<file path="src/hw/rtl/sky_pkg.sv">
// Shared types and constants for the skyline atlas allocator.
// Used by sky_winmax and skyline_atlas_allocator; depends on nothing.
package sky_pkg;

    localparam int BLOCKS_W = 10;
    localparam int POS_W    = 9;
    localparam int PAGE_W   = 6;

    typedef enum logic [1:0] {
        STAT_PLACED    = 2'd0,
        STAT_NEW_PAGE  = 2'd1,
        STAT_TOO_LARGE = 2'd2,
        STAT_EXHAUSTED = 2'd3
    } sky_status_t;

    typedef enum logic [2:0] {
        FSM_CLEAR,
        FSM_IDLE,
        FSM_PASS1,
        FSM_PASS2,
        FSM_DECIDE,
        FSM_WRITE,
        FSM_DONE
    } sky_state_t;

    // Per-cycle controls of the window maximum datapath.
    typedef struct packed {
        logic init;
        logic p1_vld;
        logic p2_vld;
        logic win_vld;
    } scan_ctl_t;

endpackage

</file>
<file path="src/hw/rtl/sky_winmax.sv">
// Sliding window maximum over the skyline, split into blocks of the request width.
// Pass 1 builds suffix maxima per block, pass 2 prefix maxima and tracks the best window.
// Depends on sky_pkg.
module sky_winmax #(
    parameter int ATLAS_SIZE = 512
) (
    input  logic                               clk,
    input  logic                               rst_n,
    input  sky_pkg::scan_ctl_t                 ctl,
    input  logic [$clog2(ATLAS_SIZE)-1:0]      wm1,
    input  logic [$clog2(ATLAS_SIZE)-1:0]      win_x,
    input  logic [$clog2(ATLAS_SIZE+1)-1:0]    col_data,
    input  logic [$clog2(ATLAS_SIZE+1)-1:0]    g_data,
    output logic [$clog2(ATLAS_SIZE+1)-1:0]    g_wdata,
    output logic [$clog2(ATLAS_SIZE+1)-1:0]    best,
    output logic [$clog2(ATLAS_SIZE)-1:0]      best_x
);

    localparam int AW = $clog2(ATLAS_SIZE);
    localparam int HW = $clog2(ATLAS_SIZE + 1);

    logic          p1_new_reg;
    logic          p2_new_reg;
    logic          p2_first_reg;
    logic [AW-1:0] p1_pos_reg;
    logic [AW-1:0] p0_reg;
    logic [AW-1:0] p2_cd_reg;
    logic [AW-1:0] p2_cd_next;
    logic [HW-1:0] p1_run_reg;
    logic [HW-1:0] p2_run_reg;
    logic [HW-1:0] p2_run_next;
    logic [HW-1:0] win_max;
    logic [HW-1:0] best_reg;
    logic [AW-1:0] best_x_reg;

    always_comb
    begin
        // Pass 1 walks right to left, so a new block starts at its right end.
        if (p1_new_reg || (col_data > p1_run_reg))
        begin
            g_wdata = col_data;
        end
        else
        begin
            g_wdata = p1_run_reg;
        end

        if (p2_new_reg || (col_data > p2_run_reg))
        begin
            p2_run_next = col_data;
        end
        else
        begin
            p2_run_next = p2_run_reg;
        end

        // The leftmost block may be partial; its length comes from pass 1.
        if (p2_new_reg)
        begin
            p2_cd_next = p2_first_reg ? p0_reg : wm1;
        end
        else
        begin
            p2_cd_next = p2_cd_reg - 1'b1;
        end

        win_max = (g_data > p2_run_next) ? g_data : p2_run_next;
    end

    always_ff @(posedge clk or negedge rst_n)
    begin
        if (!rst_n)
        begin
            p1_new_reg   <= 1'b1;
            p2_new_reg   <= 1'b1;
            p2_first_reg <= 1'b1;
            p1_pos_reg   <= '0;
        end
        else if (ctl.init)
        begin
            p1_new_reg   <= 1'b1;
            p2_new_reg   <= 1'b1;
            p2_first_reg <= 1'b1;
            p1_pos_reg   <= '0;
        end
        else
        begin
            if (ctl.p1_vld)
            begin
                if (p1_pos_reg == wm1)
                begin
                    p1_pos_reg <= '0;
                    p1_new_reg <= 1'b1;
                end
                else
                begin
                    p1_pos_reg <= p1_pos_reg + 1'b1;
                    p1_new_reg <= 1'b0;
                end
            end
            if (ctl.p2_vld)
            begin
                p2_new_reg   <= (p2_cd_next == '0);
                p2_first_reg <= 1'b0;
            end
        end
    end

    always_ff @(posedge clk)
    begin
        if (ctl.init)
        begin
            best_reg   <= HW'(ATLAS_SIZE);
            best_x_reg <= '0;
        end
        else
        begin
            if (ctl.p1_vld)
            begin
                p1_run_reg <= g_wdata;
                p0_reg     <= p1_pos_reg;
            end
            if (ctl.p2_vld)
            begin
                p2_run_reg <= p2_run_next;
                p2_cd_reg  <= p2_cd_next;
                if (ctl.win_vld && (win_max < best_reg))
                begin
                    best_reg   <= win_max;
                    best_x_reg <= win_x;
                end
            end
        end
    end

    assign best   = best_reg;
    assign best_x = best_x_reg;

endmodule

</file>
<file path="config.mk">
export PLATFORM = sky130hd
export DESIGN_NAME = sky_winmax
export DESIGN_NICKNAME = d
export VERILOG_FILES = /design/src/hw/rtl/sky_pkg.sv /design/src/hw/rtl/sky_winmax.sv
export SDC_FILE = /design/constraint.sdc
export NUM_CORES = 1
export LEC_CHECK = 0
export BUFFER_PORTS_ARGS = -buffer_cell sky130_fd_sc_hd__clkbuf_2
export CAP_MARGIN = 0
export CORE_MARGIN = 2
export CORE_UTILIZATION = 57
export CTS_CLUSTER_DIAMETER = 150
export DETAILED_ROUTE_END_ITERATION = 8
export GPL_TIMING_DRIVEN = 1
export HOLD_SLACK_MARGIN = 0.02
export PLACE_DENSITY_LB_ADDON = 0.25
export SLEW_MARGIN = 20
export SYNTH_ARGS = -nofsm -noshare
export SYNTH_HDL_FRONTEND = slang
export SYNTH_SLANG_ARGS = --single-unit
</file>
<file path="constraint.sdc">
create_clock -name clk -period 6.95 [get_ports clk]
set_input_delay 1.0425 -clock clk [delete_from_list [all_inputs] [get_ports clk]]
set_output_delay 1.0425 -clock clk [all_outputs]
set_load 0.005 [all_outputs]
</file>
Word-level counts from Yosys, hierarchy flattened --
Cells that the tools add are included.
Storage, ports and cells: input port bits 44, bits in registers 69, word-level logic and storage cells 42
Operators by class: mux-type cells 15, reductions and logical operators 9, equality and inequality tests 1, add/sub/neg operators 2, bitwise operators 1, order comparisons 4
Operators with widths (count):
- two-way mux 9 bit | 5
- greater-than comparator 10 bit | 3
- two-way mux 10 bit | 3
- less-than comparator 10 bit | 1
- adder 9 x 1 -> 9 bit (second input constant) | 1
- == test 9 bit | 1
- logical NOT 9 bit | 1
- subtractor 9 x 1 -> 9 bit (second input constant) | 1
- two-way mux 1 bit | 7
- AND reduction 2 bit | 3
- nonzero test 2 bit | 2
- logical OR 1 bit | 2
- logical AND 1 bit | 1
- NOT 1 bit | 1

Longest topological paths before layout --
depth after elaboration 8, mapped depth 30, mapped depth without buffers 27

Worst setup path after synthesis --
Ideal clock, no wire load.
path kind input-to-reg, start input port col_data[9], end register best_reg[1] (netlist: best[1]), setup slack 0.478 ns, data arrival time 6.400 ns, stages on the path 27, data required time 6.878 ns, library setup time 0.072 ns, path through ha_1 > nand4_1 > or4_4 > nand2_1 > nor2_1 > clkbuf_1 > a21oi_1 > ha_1 > a21oi_1 > nand2_1 > a21o_1 > a21oi_1 > a21o_1 > o31ai_1 > nor2_1 > clkbuf_1 > o21a_1 > ha_1 > a21o_1 > a21o_1 > a21oi_1 > o21ai_0 > a31o_2 > o41ai_2 > buf_4 > buf_12 > mux2i_1
Between the ends: longest elaborated chain between the ends 8
RTL lines:
- start: declaration | line sky_winmax.sv:12 | input logic [$clog2(ATLAS_SIZE+1)-1:0] col_data,
- greater-than comparator 10 bit | line sky_winmax.sv:48 | if (p2_new_reg || (col_data > p2_run_reg))
- logical OR 1 bit | line sky_winmax.sv:48
- two-way mux 10 bit * | line sky_winmax.sv:48
- greater-than comparator 10 bit | line sky_winmax.sv:67 | win_max = (g_data > p2_run_next) ? g_data : p2_run_next;
- two-way mux 10 bit * | line sky_winmax.sv:67
- net win_max[3] | line sky_winmax.sv:32 | logic [HW-1:0] win_max;
- less-than comparator 10 bit * | line sky_winmax.sv:127 | if (ctl.win_vld && (win_max < best_reg))
- logical AND 1 bit * | line sky_winmax.sv:127
- AND reduction 2 bit (no line) *
- end signal: assignment | line sky_winmax.sv:113 | best_reg <= HW'(ATLAS_SIZE);
- end signal: assignment | line sky_winmax.sv:129 | best_reg <= win_max;
- end: declaration | line sky_winmax.sv:33 | logic [HW-1:0] best_reg;
The timed path passes the listed nets; every way through them passes the cells marked *. A chain may end at the register's enable or synchronous reset.

Worst setup path after layout --
start input port col_data[9], end register best_reg[8] (netlist: best[8])
Same word-level chain as after synthesis.

==> qor.csv <==
metric;value;unit
critical_path_class;input pin to flop;
viasPerCell;5.60;
pwr-share-clk;28.1;%
cts_setup_buffers;0;
core;7610;um2
synthTopCellsByArea;edfxtp_1 (26%), ha_1 (11%), dfxtp_1 (8.6%), mux2i_1 (7.0%), dfrtp_1 (5.1%);
irDropWorstVdd;136;uV
dp.cells;626;
synth_nets;538;
clock-sinks;69;
worstPathRequired;7.22;ns
wl_met2;4520;um
cp.arrival;6.73;ns
synthArstFlopShare;17.4;%
dr_wl_met3;460;um
relSlewSlack;30.7;%
ctsHoldBuffers;0;
worstHoldStart;best_x[6];
reg2reg_depth;26;
hp-class;flop to flop;
crit_fanout;17;
drt_iter0_drc;176;
drc;0;
setup.worst_path.start_class;input pin;
drt_wl_total;9600;um
p_int;0.784;mW
layout_min_cycle_time;6.46;ns
portBuffers;72;
syn_inst;455;
place_hpwl;7610;um
drive_gt1_share;22.2;%
max_freq;155;MHz
grt_pass1_wl;15800;um
drv_cap;0;
comb_power_share;29.2;%
postRouteAntennaNets;0;
worstHoldPathCells;2;
syn_area;4420;um2
p_sw;0.366;mW
clk_pin_slew_worst_paths;0.07;ns
grt_pass1_vias;3454;
fp.dieW;92.1;um
htree_num_levels;3;
die_area;8480;um2
switching_share;31.8;%
final.setup_skew;0.0107;ns
clock_latency;0.35;ns
yosysTopAreaCellShare;25.8;%
leakage;2.32;nW
reg2reg_from;p2_run_reg[3];
top_layer;met4;
area_growth;16.2;%
tritoncts;yes;
design_area;5140;um2
report.final.slew_viol_count;0;
die_h;92.1;um
wl_met1;4460;um
placementRows;32;
max-clock-path-buffers;2;
cts-root-buf;clkbuf_8;
finalPower;1.15;mW
rrSetupSlack;0.91;ns
final_cells;642;
synth.avg_cell_area;9.72;um2
cts_inserted_buffers;9;
setup-violations-final;0;
post-route-util;67.6;%
hold_viol_final;0;
synthFlopType;edfxtp_1;
firstDrtPassIters;6;
grt_setup_unrepaired;no;
ys_seq_area_share;41.3;%
ys_ff_latch;69;
synth_top_area_cell;edfxtp_1;
cp-end-kind;flop;
wl_per_cell;15.0;um
antenna_cells;0;
fin_crit_sh;92.9;%
status;finished, final reports clean;
grt_overflow;0;
pwr-share-seq;42.7;%
synthDistinctLibCells;48;
grt_max_degree;38;
nNetsFinal;618;
ios;73;
synth-edff-count;38;
start_util;58.1;%
r2r_end;best[8];
layout_commonest_cell;clkbuf_2;
powerDensity;224;nW/um2
place_area;4940;um2
gp_congestion;0.849;
holdPathEnd;best_x[6];
tightest_slew;1.04;ns
layout_common_cells;clkbuf_2 (72), inv_1 (47), nand2_1 (44);
ys.warnings.count;0;
track_usage;23.4;%
vias;3597;
antenna_found_initial;0;
==> through the flow <==
step                      TNS, ns  hold WS [ns]  setup slack (ns)
after global routing            0         0.475            0.0439
final                           0         0.460             0.493
after CTS                       0         0.465             0.143
after global placement          0         0.443            0.0698
after detailed placement    -2.32         0.455            -0.177
after floorplan                 0         0.451             0.478
==> power groups by stage <==
stage	Combinational, mW	Sequential, mW	Clock, mW
after floorplan	0.232	0.493	0
after global placement	0.320	0.499	0
after detailed placement	0.334	0.499	0
after CTS	0.336	0.491	0.329
after global routing	0.376	0.495	0.345
final	0.336	0.491	0.324
==> worst max-delay path, stage by stage <==
cell and delay, ns:
clkbuf_2 0.12, ha_1 0.34, nand4_1 0.18, a211oi_1 0.39
nor3_2 0.13, nor2_4 0.34, nor2_1 0.07, a21oi_1 0.25
ha_1 0.32, a21oi_1 0.16, nand2_1 0.07, a21o_1 0.17
a21oi_1 0.25, a21o_1 0.16, o31ai_1 0.09, nor2_1 0.33
buf_4 0.25, o21a_1 0.14, ha_1 0.24, a21o_1 0.16
a21oi_1 0.12, o21ai_0 0.10, a31o_2 0.30, o41ai_4 0.57
buf_12 0.23, mux2i_1 0.20
==> cell families (layout without fill, tap and decap cells) <==
| kind of cell | Yosys count | after routing | synth area share [%] |
|---|---|---|---|
| AO/OA/AOI/OAI | 88 | 88 | 13.9 |
| multiplexers | 40 | 40 | 9.31 |
| XOR/XNOR | 22 | 22 | 4.36 |
| buffers and inverters | 61 | 146 | 5.71 |
| AND/OR/NAND/NOR | 136 | 136 | 14.4 |
| flip-flops | 69 | 69 | 41.3 |
| adder cells (fa/ha/maj) | 39 | 39 | 11.0 |
==> final cells by class <==
cell class	count	area [um2]
fill	605	2470
multi-input combinational	325	2370
sequential	69	1830
timing repair buffer	82	448
inverter	48	180
clock buffer	10	128
tap	102	128
clock inverter	6	63.8
==> cells in the mapped netlist (2+ instances only) <==
cell / instances
a211o_1: 2
a211oi_1: 2
a21o_1: 9
a21oi_1: 26
and3_1: 3
buf_2: 3
clkbuf_1: 8
dfrtp_1: 9
dfstp_2: 3
dfxtp_1: 19
edfxtp_1: 38
ha_1: 39
inv_1: 47
mux2_2: 9
mux2i_1: 31
nand2_1: 44
nand2b_1: 7
nand3_1: 17
nand4_1: 12
nor2_1: 36
nor2b_1: 3
nor3_1: 4
nor4_1: 4
o211ai_1: 12
o21a_1: 13
o21ai_0: 11
o31ai_1: 3
xnor2_1: 9
xor2_1: 13
==> routing by layer <==
metal  track usage [%]  vias to the layer above
met5                 0                        -
met3              4.60                       14
li1                  -                     1785
met2              38.1                      100
met1              31.2                     1698
met4              8.21                        0
==> worst max path at each step <==
stage                      from   endpoint  slack (ns)
finish              col_data[9]    best[8]        0.49
global route        col_data[9]    best[4]        0.04
CTS                 col_data[9]    best[8]        0.14
detailed placement  col_data[9]    best[8]       -0.18
global placement    col_data[9]  best_x[0]        0.07
floorplan           col_data[9]    best[1]        0.48
==> timing repair <==
| item | CTS | global route |
|---|---|---|
| setup endpoints to repair | 0 | 18 |
| hold endpoints to repair | 0 | 0 |
| gates resized for setup | 0 | 3 |
No activity file was read; power rests on OpenSTA's default activity.
